`config.mk`:
```
export PLATFORM = sky130hd
export DESIGN_NAME = sps_dp
export DESIGN_NICKNAME = d
export VERILOG_FILES = /design/src/rtl/sps_pkg.sv /design/src/rtl/sps_dp.sv
export SDC_FILE = /design/constraint.sdc
export NUM_CORES = 1
export LEC_CHECK = 0
export BUFFER_PORTS_ARGS = -buffer_cell sky130_fd_sc_hd__buf_2
export CORE_ASPECT_RATIO = 0.75
export CORE_MARGIN = 1.5
export CORE_UTILIZATION = 48
export CTS_BUF_LIST = sky130_fd_sc_hd__clkbuf_8
export DETAILED_ROUTE_END_ITERATION = 12
export PLACE_DENSITY = 0.73
export SYNTH_ARGS = -nofsm -noshare
export SYNTH_HDL_FRONTEND = slang
export SYNTH_SLANG_ARGS = --single-unit
```
`constraint.sdc`:
```
create_clock -name clock -period 19.8 [get_ports clock]
set_clock_uncertainty 0.05 [all_clocks]
set_input_delay 0.99 -clock clock [delete_from_list [all_inputs] [get_ports clock]]
set_output_delay 0.99 -clock clock [all_outputs]
set_load 0.05 [all_outputs]
```
`src/rtl/sps_pkg.sv`:
```
// shared constants, codes and control types of the sensor poll backoff scheduler
package sps_pkg;

   localparam int SLOTS = 4;
   localparam int SLOT_W = (SLOTS > 1) ? $clog2(SLOTS) : 1;

   localparam int IDX_W = 2;
   localparam int TIME_W = 32;
   localparam int DELAY_W = 20;
   localparam int TEMP_W = 11;
   localparam int HUM_W = 10;
   localparam int LIMIT_W = 10;
   localparam int COUNT_W = 3;
   localparam int CSR_IDX_W = 3;
   localparam int CSR_DATA_W = 20;

   typedef enum logic [CSR_IDX_W-1:0] {
      CSR_SENSOR_COUNT = 3'd0,
      CSR_POLL_PERIOD  = 3'd1,
      CSR_BACKOFF_MIN  = 3'd2,
      CSR_BACKOFF_MAX  = 3'd3,
      CSR_TEMP_LIMIT   = 3'd4,
      CSR_HUM_LIMIT    = 3'd5
   } csr_index_type;

   typedef enum logic {
      CMD_CHECK  = 1'b0,
      CMD_REPORT = 1'b1
   } command_type;

   localparam logic [COUNT_W-1:0] RST_SENSOR_COUNT = COUNT_W'(4);
   localparam logic [DELAY_W-1:0] RST_POLL_PERIOD = DELAY_W'(2000);
   localparam logic [DELAY_W-1:0] RST_BACKOFF_MIN = DELAY_W'(1000);
   localparam logic [DELAY_W-1:0] RST_BACKOFF_MAX = DELAY_W'(60000);
   localparam logic [LIMIT_W-1:0] RST_TEMP_LIMIT = LIMIT_W'(5);
   localparam logic [LIMIT_W-1:0] RST_HUM_LIMIT = LIMIT_W'(10);
   localparam logic [DELAY_W-1:0] RST_RETRY_DELAY = DELAY_W'(1000);

   typedef struct packed {
      logic load;
      logic commit;
   } dp_cmd_type;

   typedef struct packed {
      logic out_free;
   } dp_status_type;

endpackage

```
`src/rtl/sps_dp.sv`:
```
// datapath: input holding register, sensor table, backoff and change logic, response register
module sps_dp import sps_pkg::*; (
   input  logic                     clock,
   input  logic                     reset,
   input  dp_cmd_type               cmd,
   output dp_status_type            status,
   input  logic                     csr_we,
   input  logic [CSR_IDX_W-1:0]     csr_index,
   input  logic [CSR_DATA_W-1:0]    csr_wdata,
   input  logic                     req_command,
   input  logic [IDX_W-1:0]         req_sensor_index,
   input  logic [TIME_W-1:0]        req_now_ms,
   input  logic                     req_read_ok,
   input  logic signed [TEMP_W-1:0] req_temp_tenths,
   input  logic [HUM_W-1:0]         req_hum_tenths,
   output logic                     rsp_valid,
   input  logic                     rsp_ready,
   output logic                     rsp_rejected,
   output logic                     rsp_due,
   output logic                     rsp_reading_valid,
   output logic                     rsp_changed_any,
   output logic                     rsp_changed_significant,
   output logic [DELAY_W-1:0]       rsp_retry_delay_ms,
   output logic [TIME_W-1:0]        rsp_next_deadline_ms
);

   // configuration
   logic [COUNT_W-1:0] count_ff;
   logic [DELAY_W-1:0] period_ff;
   logic [DELAY_W-1:0] min_ff;
   logic [DELAY_W-1:0] max_ff;
   logic [LIMIT_W-1:0] temp_limit_ff;
   logic [LIMIT_W-1:0] hum_limit_ff;

   // held request
   logic                     cmd_ff;
   logic [IDX_W-1:0]         idx_ff;
   logic [TIME_W-1:0]        now_ff;
   logic                     ok_ff;
   logic signed [TEMP_W-1:0] temp_ff;
   logic [HUM_W-1:0]         hum_ff;

   // sensor table
   logic [TIME_W-1:0]        deadline_ff [SLOTS];
   logic [DELAY_W-1:0]       delay_ff [SLOTS];
   logic signed [TEMP_W-1:0] last_temp_ff [SLOTS];
   logic [HUM_W-1:0]         last_hum_ff [SLOTS];
   logic [SLOTS-1:0]         have_valid_ff;

   // response register
   logic               rsp_valid_ff;
   logic               rsp_rejected_ff;
   logic               rsp_due_ff;
   logic               rsp_reading_valid_ff;
   logic               rsp_changed_any_ff;
   logic               rsp_changed_significant_ff;
   logic [DELAY_W-1:0] rsp_delay_ff;
   logic [TIME_W-1:0]  rsp_deadline_ff;

   logic [SLOT_W-1:0]        slot;
   logic                     rejected;
   logic [TIME_W-1:0]        cur_deadline;
   logic [DELAY_W-1:0]       cur_delay;
   logic signed [TEMP_W-1:0] cur_temp;
   logic [HUM_W-1:0]         cur_hum;
   logic                     cur_valid;
   logic [TIME_W-1:0]        since_deadline;
   logic                     due;
   logic [DELAY_W-1:0]       doubled;
   logic [DELAY_W-1:0]       fail_delay;
   logic signed [TEMP_W:0]   temp_sub;
   logic [TEMP_W:0]          temp_dist;
   logic [HUM_W-1:0]         hum_dist;
   logic                     changed_any;
   logic                     changed_sig;
   logic                     is_report;
   logic                     write_slot;
   logic [DELAY_W-1:0]       delay_in;
   logic [TIME_W-1:0]        deadline_in;

   always_ff @(posedge clock) begin
      if (reset) begin
         count_ff <= RST_SENSOR_COUNT;
         period_ff <= RST_POLL_PERIOD;
         min_ff <= RST_BACKOFF_MIN;
         max_ff <= RST_BACKOFF_MAX;
         temp_limit_ff <= RST_TEMP_LIMIT;
         hum_limit_ff <= RST_HUM_LIMIT;
      end else if (csr_we) begin
         unique case (csr_index_type'(csr_index))
            CSR_SENSOR_COUNT: count_ff <= csr_wdata[COUNT_W-1:0];
            CSR_POLL_PERIOD:  period_ff <= csr_wdata[DELAY_W-1:0];
            CSR_BACKOFF_MIN:  min_ff <= csr_wdata[DELAY_W-1:0];
            CSR_BACKOFF_MAX:  max_ff <= csr_wdata[DELAY_W-1:0];
            CSR_TEMP_LIMIT:   temp_limit_ff <= csr_wdata[LIMIT_W-1:0];
            CSR_HUM_LIMIT:    hum_limit_ff <= csr_wdata[LIMIT_W-1:0];
            default: begin
            end
         endcase
      end
   end

   always_ff @(posedge clock) begin
      if (cmd.load) begin
         cmd_ff <= req_command;
         idx_ff <= req_sensor_index;
         now_ff <= req_now_ms;
         ok_ff <= req_read_ok;
         temp_ff <= req_temp_tenths;
         hum_ff <= req_hum_tenths;
      end
   end

   always_comb begin
      slot = SLOT_W'(idx_ff);
      rejected = ({1'b0, idx_ff} >= count_ff) || (int'(idx_ff) >= SLOTS);
      cur_deadline = deadline_ff[slot];
      cur_delay = delay_ff[slot];
      cur_temp = last_temp_ff[slot];
      cur_hum = last_hum_ff[slot];
      cur_valid = have_valid_ff[slot];

      // wrap-safe: due while now is at the deadline or less than half the range past it
      since_deadline = now_ff - cur_deadline;
      due = !since_deadline[TIME_W-1];

      doubled = (cur_delay < (max_ff >> 1)) ? {cur_delay[DELAY_W-2:0], 1'b0} : max_ff;
      fail_delay = (doubled < min_ff) ? min_ff : doubled;

      temp_sub = {temp_ff[TEMP_W-1], temp_ff} - {cur_temp[TEMP_W-1], cur_temp};
      temp_dist = temp_sub[TEMP_W] ? $unsigned(-temp_sub) : $unsigned(temp_sub);
      hum_dist = (hum_ff > cur_hum) ? (hum_ff - cur_hum) : (cur_hum - hum_ff);

      changed_any = !cur_valid || (temp_dist != '0) || (hum_dist != '0);
      changed_sig = !cur_valid
         || (temp_dist >= (TEMP_W+1)'(temp_limit_ff))
         || (hum_dist >= hum_limit_ff);

      is_report = (command_type'(cmd_ff) == CMD_REPORT);
      write_slot = cmd.commit && !rejected && is_report;

      priority if (!is_report) begin
         delay_in = cur_delay;
         deadline_in = cur_deadline;
      end else if (!ok_ff) begin
         delay_in = fail_delay;
         deadline_in = now_ff + TIME_W'(fail_delay);
      end else begin
         delay_in = min_ff;
         deadline_in = now_ff + TIME_W'(period_ff);
      end
   end

   always_ff @(posedge clock) begin
      if (reset) begin
         for (int k = 0; k < SLOTS; k++) begin
            deadline_ff[k] <= '0;
            delay_ff[k] <= RST_RETRY_DELAY;
            last_temp_ff[k] <= '0;
            last_hum_ff[k] <= '0;
         end
         have_valid_ff <= '0;
      end else if (write_slot) begin
         deadline_ff[slot] <= deadline_in;
         delay_ff[slot] <= delay_in;
         have_valid_ff[slot] <= ok_ff;
         if (ok_ff) begin
            last_temp_ff[slot] <= temp_ff;
            last_hum_ff[slot] <= hum_ff;
         end
      end
   end

   always_ff @(posedge clock) begin
      if (reset) begin
         rsp_valid_ff <= 1'b0;
      end else if (cmd.commit) begin
         rsp_valid_ff <= 1'b1;
      end else if (rsp_ready) begin
         rsp_valid_ff <= 1'b0;
      end
   end

   // a rejected index gives all-zero fields apart from the reject flag
   always_ff @(posedge clock) begin
      if (cmd.commit) begin
         rsp_rejected_ff <= rejected;
         rsp_due_ff <= !rejected && !is_report && due;
         rsp_reading_valid_ff <= !rejected && is_report && ok_ff;
         rsp_changed_any_ff <= !rejected && is_report && ok_ff && changed_any;
         rsp_changed_significant_ff <= !rejected && is_report && ok_ff && changed_sig;
         rsp_delay_ff <= rejected ? '0 : delay_in;
         rsp_deadline_ff <= rejected ? '0 : deadline_in;
      end
   end

   assign status.out_free = !rsp_valid_ff || rsp_ready;

   assign rsp_valid = rsp_valid_ff;
   assign rsp_rejected = rsp_rejected_ff;
   assign rsp_due = rsp_due_ff;
   assign rsp_reading_valid = rsp_reading_valid_ff;
   assign rsp_changed_any = rsp_changed_any_ff;
   assign rsp_changed_significant = rsp_changed_significant_ff;
   assign rsp_retry_delay_ms = rsp_delay_ff;
   assign rsp_next_deadline_ms = rsp_deadline_ff;

`ifndef SYNTHESIS
   a_commit_when_free: assert property (@(posedge clock) disable iff (reset)
      cmd.commit |-> status.out_free)
      else $error("response register overwritten before its beat was taken");

   a_reject_clean: assert property (@(posedge clock) disable iff (reset)
      (cmd.commit && rejected) |=> rsp_valid && rsp_rejected && !rsp_due
         && !rsp_reading_valid && rsp_retry_delay_ms == '0)
      else $error("rejected beat carries non-zero fields");

   a_flags_exclusive: assert property (@(posedge clock) disable iff (reset)
      (rsp_valid && rsp_reading_valid) |-> !rsp_due && !rsp_rejected)
      else $error("good reading flagged together with due or reject");
`endif

endmodule

```
Yosys cells after proc, flatten, opt, wreduce, memory -nomap -nowiden

Memories as Yosys holds them, arrays and structs flattened. A register that Yosys moved wholly into a read port is not among the register bits.
Cells that the tools add are included.

Register bits after elaboration: 202
Bits in latches: 0
Bits in writable memories: 292
ROM bits: 0
Word-level logic and storage cells: 118
Memories: 4

Memories:

| memory       | words | bits a word | rd ports | clocked after Yosys merged registers in | write ports | line         | source |
|---|---|---|---|---|---|---|---|
| deadline_ff  | 4     | 32          | 1        | 1                                       | 4           | sps_dp.sv:44 | `logic [TIME_W-1:0] deadline_ff [SLOTS];` |
| delay_ff     | 4     | 20          | 1        | 1                                       | 4           | sps_dp.sv:45 | `logic [DELAY_W-1:0] delay_ff [SLOTS];` |
| last_temp_ff | 4     | 11          | 1        | 1                                       | 4           | sps_dp.sv:46 | `logic signed [TEMP_W-1:0] last_temp_ff [SLOTS];` |
| last_hum_ff  | 4     | 10          | 1        | 1                                       | 4           | sps_dp.sv:47 | `logic [HUM_W-1:0] last_hum_ff [SLOTS];` |

Add/subtract/negate cells: 7
Multiply operators: 0
Divide/modulo/power cells: 0
Magnitude comparators: 8
Eq/ne operators: 5
Shifts and indexed selects: 0
Mux-type cells: 40
Bitwise logic cells: 0
Reductions and logical operators: 33

Operator list:

| kind                | count |
|---|---|
| $mux W20            | 5 |
| $mux W32            | 3 |
| $add A32 B20 Y32    | 2 |
| $reduce_or A32 Y1   | 1 |
| $sub A32 B32 Y32    | 1 |
| $lt A20 B19 Y1      | 1 |
| $lt A20 B20 Y1      | 1 |
| $mux W10            | 2 |
| $reduce_or A20 Y1   | 1 |
| $sub A10 B10 Y10    | 2 |
| $mux W1             | 17 |
| $mux W2             | 8 |
| $ge A12 B10 Y1      | 1 |
| $mux W12            | 1 |
| $neg A12 Y12        | 1 |
| $reduce_and A2 Y1   | 6 |
| $reduce_bool A12 Y1 | 1 |
| $sub A11 B11 Y12    | 1 |
| $mux W11            | 1 |
| $reduce_or A11 Y1   | 1 |
| $ge A10 B10 Y1      | 1 |
| $gt A10 B10 Y1      | 1 |
| $reduce_bool A10 Y1 | 1 |
| $reduce_or A10 Y1   | 1 |
| other kinds (14)    | 32 |

Logic depth before layout (Yosys ltp)

Gate-level depths: netlist (run 1).

Depth after elaboration: 9
Gate-level depth with buffers: 36
Depth with buffers taken out: 31

Least setup slack after synthesis (run 1)

Ideal clock, no wire load.

Kind: register to register
From: register with a tool-made name
To: memory deadline_ff[3][24], data pin
Arrival: 7922 ps
Required time: 19480 ps
Slack: 11558 ps
Stages on the path, launching flop included: 36
Path through: dfxtp_1 buf_2 buf_1 mux4_2 ha_1 nand4_1 nor3_1 a21boi_0 o21a_1 clkbuf_1 clkbuf_1 nand2_1 nand3_1 ha_1 a21o_1 a21o_1 a21o_1 a21o_1 a21oi_1 o21ai_0 o311a_1 clkbuf_1 clkbuf_1 a221oi_1 ha_1 inv_1 fa_1 nor2b_1 o21ai_0 a21boi_1 o31a_1 o21bai_1 a211oi_1 o2111ai_1 xor2_1 a21oi_1

RTL lines:

| element   | line |
|---|---|
| to (decl) | sps_dp.sv:44 |

==> out/metrics.yaml, run 1 <==
run_status:
  status: "completed"
sta:
  worstMarginPinSlew_ns: 1.23
  fin_crit_sh_pct: 55.5
  hold_viol_final: 0
  fmax_ghz: 0.0909
  setup_viol: 0
  timing.slew.headroom_pct: 18.2
  rsz0062_at_grt: "false"
  period_needed_ns: 11.00
  maxSlewViolCount: 0
  setup_tns_ns: 0
floorplanning:
  coreArea_um2: 54700
  start_util_pct: 48.8
  fp.dieH_um: 207
  die-area_um2: 57100
  die_w_um: 275
  rows: 74
  io_pins: 145
yosys:
  ys.flop_type: "edfxtp_1"
  synth_edf_count: 406
  synthesis.area_um2: 26700
  ys_ff_latch: 496
  synth_nets: 2692
  synthCells: 2462
  yosysTopAreaCell: "edfxtp_1"
  yosysUniqueCellTypes: 78
  synth_top_area_share_pct: 45.6
  synthTopCellsByArea: "edfxtp_1 (46%), dfxtp_1 (6.7%), ha_1 (6.6%)"
  ys_warn_count: 0
  async_flop_share_pct: 0
  avgSynthCellArea_um2: 10.9
  yosysSeqAreaShare_pct: 52.4
critical_path:
  slowest_delay_ns: 0.99
  crit_family: "compound AO/OA/AOI/OAI gates"
  worstPathArrival_ns: 11.35
  worstRegToRegCells: 30
  cp.required_ns: 20.16
  worst_path_max_delay_cell: "a211oi_1"
  critPathLaunchType: "flip-flop"
  path_buf_inv: 2
  crit_cells: 30
  crit_path_frequent_cell: "a21o_1"
  worstSetupPathType: "reg -> reg"
  end_kind: "flip-flop"
  cp_max_fo: 38
cells_and_area:
  fillers: 4707
  utilization_pct: 54.0
  drive_gt1_share_pct: 14.7
  syn2layout_area_growth_pct: 10.5
  multi_input_area_um2: 11500
  design_area_um2: 29500
  fin_nets: 2810
  seqCellArea_um2: 14000
pwr:
  leakagePower_nw: 11.6
  swShare_pct: 35.2
  combinationalPowerShare_pct: 29.9
  p_sw_mw: 1.04
  pwr-share-seq_pct: 42.3
  irDropWorstVdd_mv: 0.0607
  power_density_nw_per_um2: 99.8
  intPower_mw: 1.91
  p_clk_share_pct: 27.8
clocking:
  root_buffer: "clkbuf_8"
  cts_buffers: 79
  cts_setup_buffers: 0
  cts_buffer_depth: 3
  cts_tree: "built"
  clkTransAtPathRegs_ns: 0.06
  clkLatencyLatePin_ns: 0.68
  clkSinkCount: 496
  hold_buffers: 0
  cts.repair.resized: 0
  htreeDepth: 3
global_route:
  grtUsageTotal_pct: 27.0
  grt_max_degree: 92
  grt_pass1_wl_mm: 117
  antenna_found_initial: 2
  grt_pass1_vias: 19800
  grt_remaining_overflow: 0
hold_path:
  whs_path_depth: 2
  worstHoldPathType: "reg -> reg"
route:
  drtPass1Iterations: 8
  drc: 0
  drt_iter0_drc: 2223
  wirelength_mm: 77.5
  viasPerCell: 6.04
  wl_per_cell_um: 23.0
  vias: 20300
  postRouteAntennaNets: 0
run:
  maxCapViolCount: 0
placed_design:
  port_buffers: 144
  dp_hpwl_mm: 52.2
  gp_congestion: 0.959
  placed_area_um2: 28100
-- logic make-up after synthesis --
kind of cell | Yosys count | synth area share (%)
compound gates | 447 | 11.6
flops | 496 | 52.4
xor+xnor | 33 | 1.08
mux | 113 | 7.75
buf+inv | 317 | 4.54
fa+ha+maj | 144 | 6.85
simple gates | 912 | 15.8
-- Yosys cell counts (5+ instances only) --
cell type	number
or2_0	5
nor2_1	300
buf_1	13
nand3b_1	19
inv_1	176
a211o_1	17
o211ai_1	31
mux4_2	74
o21ai_1	10
a211oi_1	20
and4_1	5
or4_1	21
o21bai_1	5
nand2b_1	31
o21a_1	15
edfxtp_1	406
a21o_1	55
a31oi_1	20
o21ai_0	41
nand2_1	263
a221oi_1	20
o211a_1	20
or2_2	5
dfxtp_1	90
a21oi_1	129
xor2_1	14
and3_1	30
mux2i_1	33
nor3b_1	5
o31a_1	7
or3_1	8
nand4_1	13
nand4b_1	19
xnor2_1	19
a2111oi_0	9
buf_2	12
o2111ai_1	5
clkbuf_1	115
nand3_1	102
ha_1	140
nor2b_1	12
and2_1	10
nor3_1	54
-- worst reg2reg max path: cells and delay by family, from the launching register on --
family / cells / cell delay, ns
flip-flops: 1 / 0.87
AO/OA/AOI/OAI: 18 / 5.75
multiplexers: 1 / 0.73
adder cells (fa/ha/maj): 3 / 0.84
buffers and inverters: 2 / 1.10
XOR/XNOR: 1 / 0.38
AND/OR/NAND/NOR: 5 / 1.00
-- power groups by stage --
stage                     combinational [mW]  clock (mW)  sequential [mW]
after floorplan                        0.558           0             1.32
after global placement                 0.847           0             1.27
after detailed placement               0.862           0             1.27
after CTS                              0.866       0.831             1.25
after global routing                   0.957       0.878             1.25
final                                  0.880       0.820             1.25
-- final timing paths --
path | from | to | slack [ns]
setup / recovery | flip-flop | deadline_ff[0][22]$_SDFFCE_PN0P_ | 8.80
setup reg to reg | flip-flop | deadline_ff[0][22]$_SDFFCE_PN0P_ | 8.80
hold / removal | temp_limit_ff[8]$_SDFFE_PP0P_ | temp_limit_ff[8]$_SDFFE_PP0P_ | 0.41
hold reg to reg | temp_limit_ff[8]$_SDFFE_PP0P_ | temp_limit_ff[8]$_SDFFE_PP0P_ | 0.41
-- routing by layer --
| metal | up-vias | track usage, % | routed length, µm |
|---|---|---|---|
| met3 | 161 | 5.05 | 7100 |
| li1 | 9275 | - | - |
| met4 | 0 | 8.93 | 2240 |
| met1 | 9829 | 39.7 | 33600 |
| met5 | - | 0 | 0 |
| met2 | 1038 | 40.2 | 34500 |
-- area by class of cell --
cell class | count | share of cell area (%)
Timing Repair Buffer | 178 | 3.32
Clock inverter | 56 | 0.974
Antenna cell | 3 | 0.0254
Multi-Input combinational cell | 1649 | 39.1
Tap cell | 722 | 3.06
Sequential cell | 496 | 47.4
Clock buffer | 83 | 3.87
Inverter | 176 | 2.25
-- flip-flops by register name, indices dropped and copies added (netlist names), 2 cells and up, named ones only --
register,flops
have_valid_ff,4
deadline_ff,128
period_ff,20
temp_limit_ff,10
count_ff,3
last_hum_ff,40
hum_limit_ff,10
delay_ff,80
idx_ff,2
temp_ff,11
last_temp_ff,44
min_ff,20
now_ff,32
hum_ff,10
rsp_next_deadline_ms,32
rsp_retry_delay_ms,20
max_ff,20
-- stage by stage --
| step | hold WS, ns | std cells | setup WS (ns) | power (mW) |
|---|---|---|---|---|
| after detailed placement | 0.396 | 3221 | 9.04 | 2.13 |
| after floorplan | 0.381 | 2462 | 11.56 | 1.88 |
| after global placement | 0.390 | 3221 | 9.42 | 2.11 |
| final | 0.406 | 3363 | 8.80 | 2.95 |
| after CTS | 0.377 | 3360 | 9.02 | 2.94 |
| after global routing | 0.390 | 3362 | 8.11 | 3.09 |
-- cells in the final DEF, fill, tap and decap left out, types with 9 or more instances in the layout --
master	n
and2_1	10
clkinv_2	15
dfxtp_1	88
nand2b_1	31
or4_1	21
nand2_1	260
o21a_1	15
clkinv_1	19
nand4_1	13
a211oi_1	19
o211a_1	20
o21ai_0	41
ha_1	140
and3_1	30
o211ai_1	31
nand3b_1	19
a31oi_1	20
mux4_2	74
mux2i_1	33
edfxtp_1	406
buf_2	142
nor3_1	54
nor2b_1	12
a21oi_1	129
xor2_1	14
inv_1	192
a211o_1	17
nor2_1	294
clkbuf_8	83
nand4b_1	19
nand3_1	102
xnor2_1	19
buf_4	36
a21o_1	55
a2111oi_0	9
a221oi_1	20
o21ai_1	10
(Power assumes the default switching activity.)
==> run 2, diff against run 1 <==
PLACE_DENSITY = 0.76   (was 0.73)
clock period = 9.5 ns   (was 19.8 ns; I/O delays follow)
==> run 2 against run 1 <==
  * Design area rose by 2.8%
  * Clock power up 120%
  * Die area is the same
  * Sequential share of layout area fell by 1.3 points
  * Highest routed layer is now met5
  * Critical path depth decreased by 1
  * Fmax increased by 22%
  * Sequential power increased by 110%
  * Register-to-register slack worse by 8.3 ns
  * Combinational power grew 110%
  * Wire length is 0.23% lower
==> out/metrics.yaml, run 2 (synthesis gave the netlist of run 1 again) <==
hold_path:
  whs_path_depth: 3
  worstHoldPathType: "in -> reg"
  hold_start: "csr_wdata[17]"
critical_path:
  worstRegToRegCells: 29
  worstSetupPathType: "reg -> reg"
  critPathLaunchType: "flip-flop"
  cp.required_ns: 9.89
  cp_max_fo: 24
  slowest_delay_ns: 0.71
  worst_path_max_delay_cell: "dfxtp_4"
  worstPathArrival_ns: 9.42
  end_kind: "flip-flop"
  crit_path_frequent_cell: "a21o_1"
clocking:
  clkTransAtPathRegs_ns: 0.07
  htreeDepth: 3
  clkSinkCount: 496
  cts_buffer_depth: 3
  cts_tree: "built"
  clkLatencyLatePin_ns: 0.69
  cts_buffers: 79
  root_buffer: "clkbuf_8"
floorplanning:
  die_w_um: 275
  io_pins: 145
  coreArea_um2: 54700
  start_util_pct: 48.8
  die-area_um2: 57100
  fp.dieH_um: 207
  rows: 74
placed_design:
  gp_congestion: 0.954
  place_inst: 3229
  port_buffers: 144
  dp_hpwl_mm: 51.4
sta:
  fin_crit_sh_pct: 95.0
  period_needed_ns: 9.02
  maxSlewViolCount: 0
  fmax_ghz: 0.111
  setup_tns_ns: 0
  setup_viol: 0
  rsz0062_at_grt: "false"
  timing.slew.headroom_pct: 19.0
  hold_viol_final: 0
  worstMarginPinSlew_ns: 1.21
pwr:
  irDropWorstVdd_mv: 0.102
  leakagePower_nw: 11.9
  power_density_nw_per_um2: 207
cells_and_area:
  fillers: 4488
  largest_register_ffs: 128
  antenna_cells: 0
  fin_cells: 3439
  multi_input_area_um2: 11500
  utilization_pct: 55.5
  final_common_cell: "edfxtp_1"
  biggestRegsByFlops: "deadline_ff (128), delay_ff (80), last_temp_ff (44)"
  seqCellArea_um2: 14000
  top_register: "deadline_ff"
  layout_common_cells: "edfxtp_1 (406), nor2_1 (295), nand2_1 (263), inv_1 (192), buf_2 (143)"
  syn2layout_area_growth_pct: 13.7
  fin_nets: 2885
  drive_gt1_share_pct: 14.8
route:
  wirelength_mm: 77.3
  drc: 0
  vias: 20900
  postRouteAntennaNets: 0
  drt_iter0_drc: 2349
  wl_per_cell_um: 22.5
  drtPass1Iterations: 6
  viasPerCell: 6.06
global_route:
  grt_remaining_overflow: 0
  antenna_found_initial: 1
  grtUsageTotal_pct: 27.2
  grt_pass1_wl_mm: 118
  grt_pass1_vias: 20600
  grt_max_degree: 92
run:
  maxCapViolCount: 0
run_status:
  status: "completed"
## run 2: area by class of cell
type                    count  area share (%)
clock buffers              91            4.12
clock inverters            52           0.984
inverters                 176            2.19
multi-input cells        1649            38.0
flip-flops and latches    496            46.1
well taps                 722            2.97
repair buffers            253            5.63
## run 2: power by group
part	total [mW]	internal, mW	leakage [nW]	switching, mW
Combinational	1.87	0.652	6.25	1.22
Sequential	2.60	2.52	4.81	0.0795
Clock	1.83	0.936	0.868	0.891
Total	6.30	4.11	11.9	2.19
## run 2: layer usage
layer	track usage, %	wire [µm]	vias to the layer above
met5	0	12	-
met4	9.93	2460	2
met3	5.18	7120	193
met2	41.2	34800	1113
met1	38.8	33000	10100
li1	-	-	9422
## run 2: final timing paths
check / endpoint / slack (ns)
hold / removal: period_ff[17]$_SDFFE_PP0P_ / 0.04
setup / recovery: rsp_next_deadline_ms[27]$_SDFFCE_PP0P_ / 0.48
hold reg to reg: period_ff[19]$_SDFFE_PP0P_ / 0.40
setup reg to reg: rsp_next_deadline_ms[27]$_SDFFCE_PP0P_ / 0.48
## run 2: what timing repair did
item	4_1_cts	5_1_grt
setup endpoints to repair	0	62
buffers inserted	0	0
resized for setup	0	2
hold endpoints to repair	80	0
hold buffers	67	0
## run 2: metrics by stage
step / hold slack, ns / total power, mW / setup slack [ns] / cell area [µm²]
after CTS: 0.00182 / 6.28 / 0.460 / 30400
after detailed placement: 0.396 / 4.45 / 0.520 / 28100
after global placement: 0.390 / 4.39 / 0.798 / 28100
after global routing: 0.0322 / 6.57 / 0.0577 / 30400
after floorplan: 0.381 / 3.91 / 1.26 / 26700
final: 0.0368 / 6.30 / 0.476 / 30400
## run 2: critical path: cells and delay by family, from the launching register on
kind	cells	cell delay (ns)
AOI/OAI and AO/OA	18	4.73
adders and majority gates	3	0.98
buffers and inverters	1	0.30
DFF	1	0.71
muxes	1	0.63
and+or+nand+nor	6	1.34
